==> config.mk <==
export PLATFORM = sky130hd
export DESIGN_NAME = fbic_ram
export DESIGN_NICKNAME = d
export VERILOG_FILES = /design/src/rtl/fbic_ram.sv
export SDC_FILE = /design/constraint.sdc
export NUM_CORES = 2
export LEC_CHECK = 0
export BUFFER_PORTS_ARGS = -buffer_cell sky130_fd_sc_hd__buf_2
export CORE_MARGIN = 2
export CORE_UTILIZATION = 35
export CTS_BUF_LIST = sky130_fd_sc_hd__clkbuf_4
export DETAILED_ROUTE_END_ITERATION = 10
export GPL_TIMING_DRIVEN = 0
export HOLD_SLACK_MARGIN = 0.02
export PLACE_DENSITY_LB_ADDON = 0.12
export SLEW_MARGIN = 10
export SYNTH_ARGS = -nofsm -noshare
export SYNTH_HDL_FRONTEND = slang
export SYNTH_SLANG_ARGS = --single-unit
==> constraint.sdc <==
create_clock -name clk_i -period 7.9 [get_ports clk_i]
set_input_delay 0.79 -clock clk_i [delete_from_list [all_inputs] [get_ports clk_i]]
set_output_delay 0.79 -clock clk_i [all_outputs]
set_load 0.01 [all_outputs]
==> src/rtl/fbic_ram.sv <==
module fbic_ram #(
  parameter int WIDTH = 64,
  parameter int DEPTH = 64
) (
  input  logic                     clk_i,
  input  logic                     we_i,
  input  logic [$clog2(DEPTH)-1:0] waddr_i,
  input  logic [WIDTH-1:0]         wdata_i,
  input  logic [$clog2(DEPTH)-1:0] raddr_i,
  output logic [WIDTH-1:0]         rdata_o
);

  logic [WIDTH-1:0] mem_q [DEPTH];
  logic [WIDTH-1:0] rdata_q;

  // One write port and one registered read port.
  always_ff @(posedge clk_i) begin
    if (we_i) begin
      mem_q[waddr_i] <= wdata_i;
    end
    rdata_q <= mem_q[raddr_i];
  end

  assign rdata_o = rdata_q;

endmodule

# Yosys cells after proc, flatten, opt, wreduce, memory -nomap -nowiden
# Memories as Yosys holds them, arrays and structs flattened. A register that Yosys moved wholly into a read port is not among the register bits.
# Index checks and enable logic that the tools add are counted.
# totals
n_memories,1
rom_bits,0
in_bits,78
latchBits,0
output_inout_bits,64
register_bits,0
ramBits,4096
# mem_list
name,depth,word_bits,rd,rd_ports_with_merged_regs,write_ports,line_no,text
mem_q,64,64,1,1,1,13,logic [WIDTH-1:0] mem_q [DEPTH];
# op_classes
shifts,0
n_addsub,0
n_mux,2
magnitude_cmp,0
mul,0
n_eq_ne,0
n_bitwise,0
n_reduce_logical,0
div_mod_pow,0
# op_table
operator,n
$mux 1,2

# Depth between registers and ports, before layout
# depth
depth_word,2
ltp_mapped,9

# Least setup slack after synthesis
# Ideal clock, no wire load.
# synth_path
path_type,input-to-reg
startpoint,input port waddr_i[3]
endpoint,"memory mem_q[48][0], enable pin"
required_ps,7336
arrival_ps,5662
cell_stages,4
slack_ps,1674
n_path_buf,1
cell_sequence,clkbuf_1 nor2b_1 nand4b_1 nor3_1
# synth_rtl
element,line_no,text
start: declaration,7,"input logic [$clog2(DEPTH)-1:0] waddr_i,"
end: declaration,13,
# No word-level cell before the write port.

# Final worst setup path
# layout_path
startpoint,input port waddr_i[3]
endpoint,"memory mem_q[48][25], enable pin"
# No word-level cell before the write port.

==> flow_summary.json <==
{
  "drt_wl_total_mm": 485,
  "post-synth-top-count-cell": "edfxtp_1",
  "cp_slowest_stage_delay_ns": 0.76,
  "netlist_instances": 6598,
  "drt_first_pass_iters": 5,
  "final_min_period_over_clock_period_pct": 50.1,
  "max_slew_margin_pct": 2.05,
  "dominantRegCellSynth": "edfxtp_1",
  "cts_buffer_depth": 5,
  "cp_common_cell": "buf_4",
  "seq_area_um2": 124000,
  "critical_path.endpoint_type": "register",
  "core_area_um2": 445000,
  "routed_wl_per_cell_um": 32.5,
  "critical_path_depth": 14,
  "global_route.overflow_total": 0,
  "dp_hpwl_mm": 327,
  "drive_above_1_share_pct": 38.9,
  "finalHoldViolations": 0,
  "worst_path_max_delay_cell": "dlygate4sd3_1",
  "finish.cell_count_without_fillers": 14926,
  "synth_async_sr_flop_share_pct": 0,
  "critPathMaxFanout": 8,
  "multiInputGateArea_um2": 30800,
  "worst_pin_slew_ns": 1.46,
  "synth_warnings": 0,
  "synth.cell_area_um2": 156000,
  "power-per-cell-area_nw_per_um2": 246,
  "grt_setup_unrepaired": "false",
  "cts_repair_resize_count": 0,
  "die_h_um": 672,
  "die-width_um": 672,
  "post_synth_top_cells": "edfxtp_1 (4096), mux4_2 (1024), buf_2 (170), a22oi_1 (168), clkbuf_1 (140)",
  "arrival_time_of_data_at_the_critical_path_endpoint_ns": 5.31,
  "drt_iter0_markers": 8225,
  "antenna_left": 0,
  "port_buffers": 133,
  "antenna_violations_before_repair": 56,
  "skew_ns": 0.110,
  "finalWeightedCongestion": 0.778,
  "tritoncts": "done",
  "critical_path_class": "in -> reg",
  "vias": 80149,
  "synth-edff-count": 4096,
  "route.detailed.drc": 0,
  "outcome": "finished with violations",
  "worst_r2r_path_depth": 5,
  "finalSetupViolCount": 0,
  "vias_in_the_first_global_route": 84030,
  "clk_latency_ns": 1.73,
  "total_power_uw": 45600,
  "synth.yosys.seq_area_share_pct": 79.5,
  "finalInstanceArea_um2": 185000,
  "area_added_between_synthesis_and_finish_pct": 18.3,
  "syn-mean-instance-area_um2": 23.7,
  "die_area_um2": 452000,
  "layout.nets": 8342,
  "fin_crit_ns": 3.96,
  "n_fill_cell": 39447,
  "timing.critical_path.max_delay_family": "buffers and inverters",
  "leakage_uw": 0.0590,
  "min_path_type": "in -> reg",
  "grt_usage_pct": 21.5,
  "cp_num_buf_inv": 11,
  "clockRootBuffer": "clkbuf_4",
  "cts-buffers-inserted": 1181,
  "grt_pass1_wl_mm": 663,
  "rows": 245,
  "tritoncts_num_sinks": 4160,
  "worst_setup_hold_path_clk_slew_ns": 0.05,
  "critical_path_cell_by_cell": "dlygate4sd3_1 -> clkbuf_1 -> nor2b_1 -> nand4b_1 -> dlygate4sd3_1 -> nor3_2 -> buf_6 -> buf_6 -> buf_6 -> buf_4 -> buf_4 -> buf_4 -> buf_4 -> buf_4",
  "count_of_placed_standard_cells_including_taps": 12915,
  "fmaxAchievable_ghz": 0.253,
  "viasPerCell": 5.37,
  "irDropWorstVdd_v": 0.000153,
  "synth_top_cells_by_area": "edfxtp_1 (79%), mux4_2 (15%), mux2i_1 (0.86%), dfxtp_1 (0.82%), a22oi_1 (0.81%)",
  "worst_setup_path_start_kind": "input pin",
  "synthDominantAreaCellType": "edfxtp_1",
  "timing.max_cap.violations": 1,
  "design.portCount": 142,
  "ys_ff_latch": 4160,
  "h-tree-depth": 7,
  "total_placed_instance_area_um2": 170000,
  "grt_start_max_net_pins": 65,
  "synth_nets": 6676,
  "synth_largest_type_area_fraction_pct": 78.7,
  "initial_core_util_pct": 35.1,
  "failing_checks": "max-capacitance violations",
  "hold_path_depth": 2,
  "pins_over_slew_limit": 0,
  "synthDistinctLibCells": 33,
  "critical_path_required_ns": 9.26
}
final cells by class:
cell class / count / area share (%)
multi-input combinational: 2049 / 16.6
clock buffer: 1706 / 6.92
sequential: 4160 / 67.2
antenna: 48 / 0.0649
tap: 5928 / 4.01
buffer: 370 / 0.965
inverter: 19 / 0.0386
timing repair buffer: 483 / 3.77
clock inverter: 163 / 0.392
state kept, by name (all words and copies together) (netlist names):
name,cells
mem_q,4096
rdata_o,64
worst reg2reg max path, stage by stage (launching register included):
cell,delay (ns)
edfxtp_1,0.33
mux4_2,0.22
mux2i_1,0.12
o22ai_1,0.65
a31oi_1,0.31
a211oi_1,1.22
placed cells by master (no fill, tap or decap), drive strengths merged:
| master | n |
|---|---|
| mux4 | 1024 |
| dlygate4sd3 | 93 |
| edfxtp | 4096 |
| inv | 38 |
| nand3 | 45 |
| mux2i | 135 |
| nand4b | 1 |
| nor2b | 28 |
| and3 | 64 |
| a2bb2oi | 19 |
| a211oi | 63 |
| or3 | 29 |
| o221ai | 38 |
| o22ai | 83 |
| bufinv | 3 |
| diode | 48 |
| nor3 | 2 |
| nand2b | 11 |
| nor2 | 112 |
| a41oi | 26 |
| clkbuf | 1846 |
| or3b | 1 |
| buf | 620 |
| a22o | 88 |
| and2 | 3 |
| nand2 | 58 |
| a31oi | 18 |
| clkinv | 140 |
| nand3b | 2 |
| clkinvlp | 1 |
| or2 | 28 |
| a31o | 1 |
| nand4 | 2 |
| dfxtp | 64 |
| a22oi | 168 |
repair_timing:
item,CTS,global route
setup buffers,0,0
hold buffers,92,1
endpoints found under the hold margin,4301,16
worst paths after layout:
path	startpoint	end	slack [ns]
setup / recovery	waddr_i[3]	mem_q[48][25]	3.94
hold reg to reg	mem_q[38][18]	rdata_o[18]	0.94
hold / removal	wdata_i[37]	mem_q[27][37]	0.21
setup reg to reg	mem_q[51][47]	rdata_o[47]	4.82
metrics by stage:
step           hold slack, ns   TNS, ns  util [%]  worst slack [ns]
6_report                0.212         0      41.6              3.94
5_1_grt                0.0404         0      41.5              3.95
4_1_cts                0.0294         0      41.5              4.22
3_5_place_dp            0.954         0      38.2              2.57
3_3_place_gp            0.958  -5788.70      36.9             -5.60
2_1_floorplan           0.788         0         -              1.67
kinds of logic after synthesis:
| logic type | Yosys count | share of synthesized area [%] |
|---|---|---|
| DFF | 4160 | 79.5 |
| muxes | 1159 | 15.6 |
| AOI/OAI and AO/OA | 504 | 2.48 |
| buffers and inverters | 389 | 1.18 |
| and+or+nand+nor | 386 | 1.24 |
routing by layer:
layer  global-route usage, %  part of all wire [%]  up-vias
li1                        -                     -    32582
met1                    28.6                    42    43687
met2                    34.5                    49     3210
met4                    7.28                   2.4       16
met5                       0                 0.020        -
met3                    5.51                   6.9      654
power by group:
group | switching, uW | internal (uW)
clock network | 8670 | 9860
registers | 47.7 | 24400
logic | 1730 | 844
Note: power is estimated with default switching activity, not from simulation.
