`config.mk`:
```
export PLATFORM = sky130hd
export DESIGN_NAME = fbic_alu
export DESIGN_NICKNAME = d
export VERILOG_FILES = /design/src/rtl/fbic_pkg.sv /design/src/rtl/fbic_alu.sv
export SDC_FILE = /design/constraint.sdc
export NUM_CORES = 1
export LEC_CHECK = 0
export BUFFER_PORTS_ARGS = -buffer_cell sky130_fd_sc_hd__buf_2
export CORE_MARGIN = 1.5
export CORE_UTILIZATION = 45
export DETAILED_ROUTE_END_ITERATION = 10
export PLACE_DENSITY = 0.79
export SETUP_SLACK_MARGIN = 0.02
export SLEW_MARGIN = 20
export SYNTH_ARGS = -nofsm -noshare
export SYNTH_HDL_FRONTEND = slang
export SYNTH_SLANG_ARGS = --single-unit
export TNS_END_PERCENT = 1
```
`constraint.sdc`:
```
create_clock -name vclk -period 12.7
set_clock_uncertainty 0.2 [all_clocks]
set_input_delay 1.27 -clock vclk [all_inputs]
set_output_delay 1.27 -clock vclk [all_outputs]
set_load 0.01 [all_outputs]
```
`src/rtl/fbic_pkg.sv`:
```
package fbic_pkg;

  // Default table depth and the address space that a freed block must fit in.
  localparam int MAX_BLOCKS_DEF = 64;
  localparam int ADDR_BITS      = 32;

  // Fixed field widths of the request and result ports.
  localparam int START_W  = 32;
  localparam int SIZE_W   = 32;
  localparam int STATUS_W = 3;
  localparam int INDEX_W  = 6;
  localparam int COUNT_W  = 7;

  // The shared adder works on 34 bits: three 32-bit sizes never carry past bit 33.
  localparam int ALU_W = 34;

  // One past the last legal address. At 33 bits and above no block can pass it.
  localparam logic [ALU_W-1:0] SPACE_LIMIT = (ADDR_BITS >= ALU_W - 1) ?
                                             (ALU_W'(1) << (ALU_W - 1)) :
                                             (ALU_W'(1) << ADDR_BITS);

  // Result status codes.
  typedef enum logic [STATUS_W-1:0] {
    ST_NEW     = 3'd0,
    ST_NEXT    = 3'd1,
    ST_PREV    = 3'd2,
    ST_BOTH    = 3'd3,
    ST_REFUSED = 3'd4
  } status_e;

  // Sequencer states.
  typedef enum logic [3:0] {
    S_IDLE,
    S_SCAN,
    S_LIM,
    S_NXT,
    S_PRV,
    S_DEC,
    S_SUM1,
    S_SUM2,
    S_WR,
    S_UP,
    S_DN,
    S_DONE
  } state_e;

  // One free table entry as stored in the table RAM.
  typedef struct packed {
    logic [START_W-1:0] start;
    logic [SIZE_W-1:0]  size;
  } entry_t;

  // Result of the shared add and compare unit.
  typedef struct packed {
    logic [ALU_W-1:0] sum;
    logic             lt;
    logic             eq;
  } alu_res_t;

endpackage

```
`src/rtl/fbic_alu.sv`:
```
module fbic_alu (
  input  logic [fbic_pkg::ALU_W-1:0] a_i,
  input  logic [fbic_pkg::ALU_W-1:0] b_i,
  input  logic [fbic_pkg::ALU_W-1:0] c_i,
  output fbic_pkg::alu_res_t         res_o
);

  logic [fbic_pkg::ALU_W-1:0] sum;

  // Shared unit: one add, then the sum is compared against a third operand.
  always_comb begin
    sum       = a_i + b_i;
    res_o.sum = sum;
    res_o.lt  = (sum < c_i);
    res_o.eq  = (sum == c_i);
  end

endmodule

```
# Yosys cells after proc, flatten, opt, wreduce, memory -nomap -nowiden
# Index checks and enable logic that the tools add are counted.
# classes
add_sub_neg	1
mul	0
div_mod_pow	0
n_lt_le_gt_ge	1
eq_ne	1
shift	0
mux	0
bitwise_logic	0
n_reduce_logical	0
# op_table
op	n
$add A34 B34 Y34	1
$eq A34 B34 Y1	1
$lt A34 B34 Y1	1
# word_totals
reg_bits	0
latch_bits	0
mem_bits_rw	0
mem_bits_ro	0
inputBits	102
out_inout_bits	36
wordCells	3
mem_count	0

# Logic depth before layout (Yosys ltp)
# Gate-level depths: netlist (run 1).
# depth
ltp_word	2
depth_mapped	17
mapped_depth_nobuf	17

# Worst setup path before layout (run 1)
# No wires, ideal clock.
# synth_path
path_kind	input-to-output
start	input a_i[0] (netlist name)
end	output res_o[1] (netlist name)
arrival_time_ps	4705
t_required_ps	11230
path_slack_ps	6525
cell_stages	16
path_buffers	0
cell_sequence	ha_1 > fa_1 > a21o_1 > a221o_1 > o22ai_1 > o211ai_1 > a31oi_1 > o21ai_1 > xor2_1 > ha_1 > nand2_1 > nor2_1 > a211oi_1 > o21ai_0 > a211o_1 > a221oi_1
# synth_rtl
element	line_no	text
from (decl)	fbic_alu.sv:2	input logic [fbic_pkg::ALU_W-1:0] a_i,
to (decl)	fbic_alu.sv:5	output fbic_pkg::alu_res_t res_o

==> results of run 1 <==
==> cells in the final DEF, fill, tap and decap left out, drive strengths merged, types with 6 or more instances in the layout <==
master  count
xnor2      17
nor2       25
buf       138
a21o       20
a21oi      41
nand2      35
xor2       12
a211oi      9
ha         67
o211ai      6
and3        6
nand3      10
nand4      15
a31oi       6
inv        46
o21ai      29
==> metrics by stage <==
stage | power [mW] | cells
floorplan | 0.1564 | 417
global placement | 0.2276 | 620
detailed placement | 0.2326 | 620
CTS | 0.2340 | 620
global route | 0.2596 | 620
finish | 0.2349 | 620
==> cells by family (layout without fill, tap and decap cells) <==
group	after synthesis	count (layout)	synth area share
AO/OA/AOI/OAI	152	152	0.3533
XOR/XNOR	29	29	0.08788
AND/OR/NAND/NOR	110	110	0.1836
buffers and inverters	58	184	0.07836
adder cells (fa/ha/maj)	68	68	0.2970
==> per-layer routing <==
| layer | share of wire | wire length (µm) |
|---|---|---|
| met5 | 0 | 0 |
| met4 | 0.015 | 134 |
| met3 | 0.061 | 542 |
| met2 | 0.47 | 4228 |
| met1 | 0.45 | 4015 |
==> critical path, stage by stage <==
cell and delay (ns):
buf_2 0.10, ha_1 0.23, fa_1 0.41, a21o_1 0.23
a221o_1 0.33, o22ai_1 0.29, o211ai_1 0.20, a31oi_1 0.28
o21ai_1 0.12, xor2_1 0.20, ha_1 0.26, nand2_1 0.07
nor2_1 0.05, a211oi_1 0.18, o21ai_0 0.10, a211o_1 0.25
a221oi_1 0.29, buf_2 0.19
==> power groups by stage <==
stage                     clock network (mW)  registers, mW  logic [mW]
after floorplan                            0              0       0.156
after global placement                     0              0       0.228
after detailed placement                   0              0       0.233
after CTS                                  0              0       0.234
after global routing                       0              0       0.260
final                                      0              0       0.235
==> worst min-delay path by stage <==
stage / start / endpoint / slack (ns) / cells after the start
2_1_floorplan: b_i[0] / res_o[2] / 2.49 / 1
3_3_place_gp: b_i[0] / res_o[2] / 2.67 / 3
3_5_place_dp: b_i[0] / res_o[2] / 2.67 / 3
4_1_cts: b_i[0] / res_o[2] / 2.68 / 3
5_1_grt: b_i[0] / res_o[2] / 2.69 / 3
6_report: b_i[0] / res_o[2] / 2.67 / 3
==> final cells by class <==
| type | instances | share of cell area |
|---|---|---|
| multi-input combinational | 359 | 0.7351 |
| inverter | 46 | 0.04765 |
| tap | 77 | 0.02659 |
| timing repair buffer | 138 | 0.1906 |
==> results.py, run 1 <==
metrics = {
    "power": {
        "internal_power_mw": 0.1014,
        "seqPwrFrac": 0,
        "p_leak_nw": 2.012,
        "power.density_nw_per_um2": 64.83,
        "power.switching_mw": 0.1335,
        "sw_frac_of_total": 0.5685,
        "p_clk_frac": 0,
        "combPwrFrac": 1.000,
        "peakVddDrop_mv": 0.03538,
    },
    "sta": {
        "finalHoldViolations": 0,
        "rsz0062_at_grt": "no",
        "tns_ns": 0,
        "post-route-min-period_ns": 6.525,
        "setup_viol": 0,
        "slew_headroom": 0.6726,
        "fin_ws_ns": 6.175,
        "period_share": 0.5138,
        "final_max_slew_viol_count": 0,
        "fmax_mhz": 153.3,
        "whs_ns": 2.671,
        "worst_pin_slew_ns": 0.4869,
    },
    "yosys": {
        "synth_area_per_cell_um2": 6.931,
        "synth_nets": 587,
        "synthTopCellsByArea": "ha_1 29%, a21oi_1 7.1%, inv_1 6.0%, xnor2_1 5.2%, a21o_1 4.9%",
        "seq_area_frac_synth": 0,
        "synth_cell_types": 50,
        "yosys.area.top_type": "ha_1",
        "synth_common_cells": "67 x ha_1, 46 x inv_1, 41 x a21oi_1",
        "synth_most_common_cell": "ha_1",
        "netlist_instances": 417,
        "synth_top_area_frac": 0.2900,
        "yosysWarnings": 0,
        "synth_area_um2": 2890,
    },
    "global_routing": {
        "busiest_layer": "met2",
        "track_usage": 0.2428,
        "grt_pass1_vias": 3338,
        "grt_start_max_net_pins": 12,
        "grt_pass1_wl_mm": 14.49,
        "grt-ovfl-total": 0,
        "grt_util_met1": 0.3165,
        "grt_use_met3": 0.01789,
        "grt_use_met2": 0.4449,
        "antenna_found_initial": 0,
    },
    "critical_path": {
        "required_ns": 11.23,
        "crit_path_end": "res_o[1]",
        "cp-startpoint": "a_i[0]",
        "crit_type": "in2out",
        "crit_arrival_ns": 5.06,
        "cp-start-kind": "input pin",
        "endpoint_kind": "output port",
        "path_max_fanout": 3,
    },
    "placement": {
        "gp_congestion": 1.066,
        "post_dp_cell_area_um2": 3623,
        "io_buffers": 138,
        "place_ws_ns": 6.195,
        "dp_hpwl_mm": 7.875,
    },
    "die": {
        "core-area_um2": 6277,
        "chipWidth_um": 83.14,
        "row_count": 29,
        "die_area_um2": 6912,
        "num_io_pins": 138,
        "die_y_um": 83.14,
        "start_util": 0.4604,
    },
    "drt": {
        "wirelength_mm": 8.920,
        "drtPass1Iterations": 5,
        "via_per_inst": 5.745,
        "route.detailed.wl_per_inst_um": 14.39,
        "via_count": 3562,
        "drt_iter0_markers": 164,
        "route.detailed.drc": 0,
        "ant_nets": 0,
    },
    "layout": {
        "fillCellCount": 618,
        "diodes": 0,
        "nets": 715,
        "clock_buffers": 0,
        "regArea_um2": 0,
        "seq_cells": 0,
        "drive_above_1_share": 0.2689,
        "area_growth_pct": 25.37,
        "fin_util": 0.5772,
        "fin_area_um2": 3623,
        "multi_input_area_um2": 2664,
    },
    "status": {
        "status": "complete, no violations",
    },
    "run": {
        "cap_violations": 0,
    },
    "clock_tree": {
        "ctsHoldBuffers": 0,
        "postCtsResizedCells": 0,
        "cts_setup_buffers": 0,
    },
    "min_path": {
        "hold_path.class": "in2out",
    },
}
Note: power is estimated with default switching activity, not from simulation.
==> run 2: changes to the inputs <==
clock period = 6.4 ns   (was 12.7 ns; I/O delays follow)
==> run 2 against run 1 <==
  * Via count increased by 0.67%
  * Global-route usage decreased by 0.42 points
  * Highest routed layer unchanged
  * Largest cell class unchanged
  * Non-clock buffer count unchanged
  * Utilization unchanged
  * Sequential share of layout area unchanged
  * Setup slack got worse by 5.1 ns
  * Critical path depth unchanged
  * First-iteration DRC count decreased by 33%
==> results.py, run 2 (synthesis results as in run 1) <==
metrics = {
    "global_routing": {
        "track_usage": 0.2387,
        "grt_pass1_vias": 3286,
        "antenna_found_initial": 0,
        "grt-ovfl-total": 0,
        "grt_start_max_net_pins": 12,
        "grt_pass1_wl_mm": 14.25,
    },
    "status": {
        "status": "complete, no violations",
    },
    "power": {
        "power.density_nw_per_um2": 128.8,
        "sw_frac_of_total": 0.5684,
        "power.switching_mw": 0.2652,
        "p_clk_frac": 0,
        "p_leak_nw": 2.012,
        "internal_power_mw": 0.2014,
        "peakVddDrop_mv": 0.07099,
        "power_mw": 0.4666,
        "seqPwrFrac": 0,
        "combPwrFrac": 1.000,
    },
    "critical_path": {
        "crit_type": "in2out",
        "cp_cell_sequence": "buf_2 > ha_1 > fa_1 > a21o_1 > a221o_1 > o22ai_1 > o211ai_1 > a21boi_1 > o31a_1 > xnor2_1 > ha_1 > nor2b_1 > o21ai_0 > a21oi_1 > o21ai_0 > nand2b_1 > a221oi_1 > buf_2",
        "path_max_fanout": 3,
        "cp-start-kind": "input pin",
        "slowest_stage": "fa_1",
        "cpPeakStageDelay_ns": 0.41,
        "required_ns": 5.56,
        "endpoint_kind": "output port",
        "crit_arrival_ns": 4.48,
    },
    "placement": {
        "gp_congestion": 1.065,
        "dp_hpwl_mm": 7.846,
        "post_dp_cell_area_um2": 3623,
        "io_buffers": 138,
        "dpl.cell_count": 620,
    },
    "drt": {
        "wirelength_mm": 8.851,
        "via_per_inst": 5.784,
        "route.detailed.wl_per_inst_um": 14.28,
        "route.detailed.drc": 0,
        "drt_iter0_markers": 110,
        "drtPass1Iterations": 5,
        "ant_nets": 0,
        "via_count": 3586,
    },
    "run": {
        "cap_violations": 0,
    },
    "clock_tree": {
        "ctsHoldBuffers": 0,
        "cts_setup_buffers": 0,
        "postCtsResizedCells": 0,
    },
    "layout": {
        "drive_above_1_share": 0.2689,
        "seq_cells": 0,
        "fillCellCount": 599,
        "layout_commonest_cell": "buf_2",
        "diodes": 0,
        "regArea_um2": 0,
        "area_growth_pct": 25.37,
        "instances_no_fill": 620,
        "fin_area_um2": 3623,
        "layout_common_cells": "138 x buf_2, 67 x ha_1, 46 x inv_1",
        "fin_util": 0.5772,
        "clock_buffers": 0,
        "nets": 715,
    },
    "die": {
        "die_area_um2": 6912,
        "die_y_um": 83.14,
        "num_io_pins": 138,
        "row_count": 29,
        "start_util": 0.4604,
        "chipWidth_um": 83.14,
        "core-area_um2": 6277,
    },
    "sta": {
        "worst_pin_slew_ns": 0.4399,
        "final_max_slew_viol_count": 0,
        "slew_headroom": 0.7042,
        "rsz0062_at_grt": "no",
        "finalHoldViolations": 0,
        "period_share": 0.8311,
        "setup_viol": 0,
        "fmax_mhz": 188.0,
        "tns_ns": 0,
        "post-route-min-period_ns": 5.319,
    },
    "min_path": {
        "hold_path.class": "in2out",
    },
}
## run 2: cell counts in the layout (fill, tap and decap cells not counted)
No cell type changed its count.
## run 2: layout make-up
cell class,count,area (µm²),share of cell area
multi-input combinational,359,2664,0.7351
inverter,46,172.7,0.04765
timing repair buffer,138,690.7,0.1906
tap,77,96.34,0.02659
## run 2: routing by layer
| layer | vias to the layer above | GRT usage | routed length [µm] |
|---|---|---|---|
| met2 | 154 | 0.4324 | 4147 |
| met4 | 0 | 0.03030 | 140 |
| met1 | 1613 | 0.3171 | 3975 |
| met5 | - | 0 | 0 |
| li1 | 1805 | - | - |
| met3 | 14 | 0.01690 | 587 |
## run 2: stage by stage
stage / setup WS [ns] / hold slack (ns)
finish: 1.081 / 1.419
CTS: 1.088 / 1.419
global placement: 1.212 / 1.408
detailed placement: 1.091 / 1.418
global route: 0.7763 / 1.433
floorplan: 1.485 / 1.234
## run 2: power groups by stage
stage	logic (mW)	registers, mW	clock network [mW]
finish	0.467	0	0
global route	0.515	0	0
CTS	0.464	0	0
detailed placement	0.462	0	0
global placement	0.452	0	0
floorplan	0.310	0	0
## run 2: worst paths after layout
| path | slack [ns] | start | endpoint | depth (start not counted) |
|---|---|---|---|---|
| setup / recovery | 1.08 | a_i[0] | res_o[1] | 18 |
| hold / removal | 1.42 | b_i[0] | res_o[2] | 3 |
## run 2: worst max-delay path: cells and delay by family
family / cells / cell delay (ns)
AO/OA/AOI/OAI: 10 / 2.24
adder cells (fa/ha/maj): 3 / 0.94
AND/OR/NAND/NOR: 2 / 0.21
buffers and inverters: 2 / 0.28
XOR/XNOR: 1 / 0.17
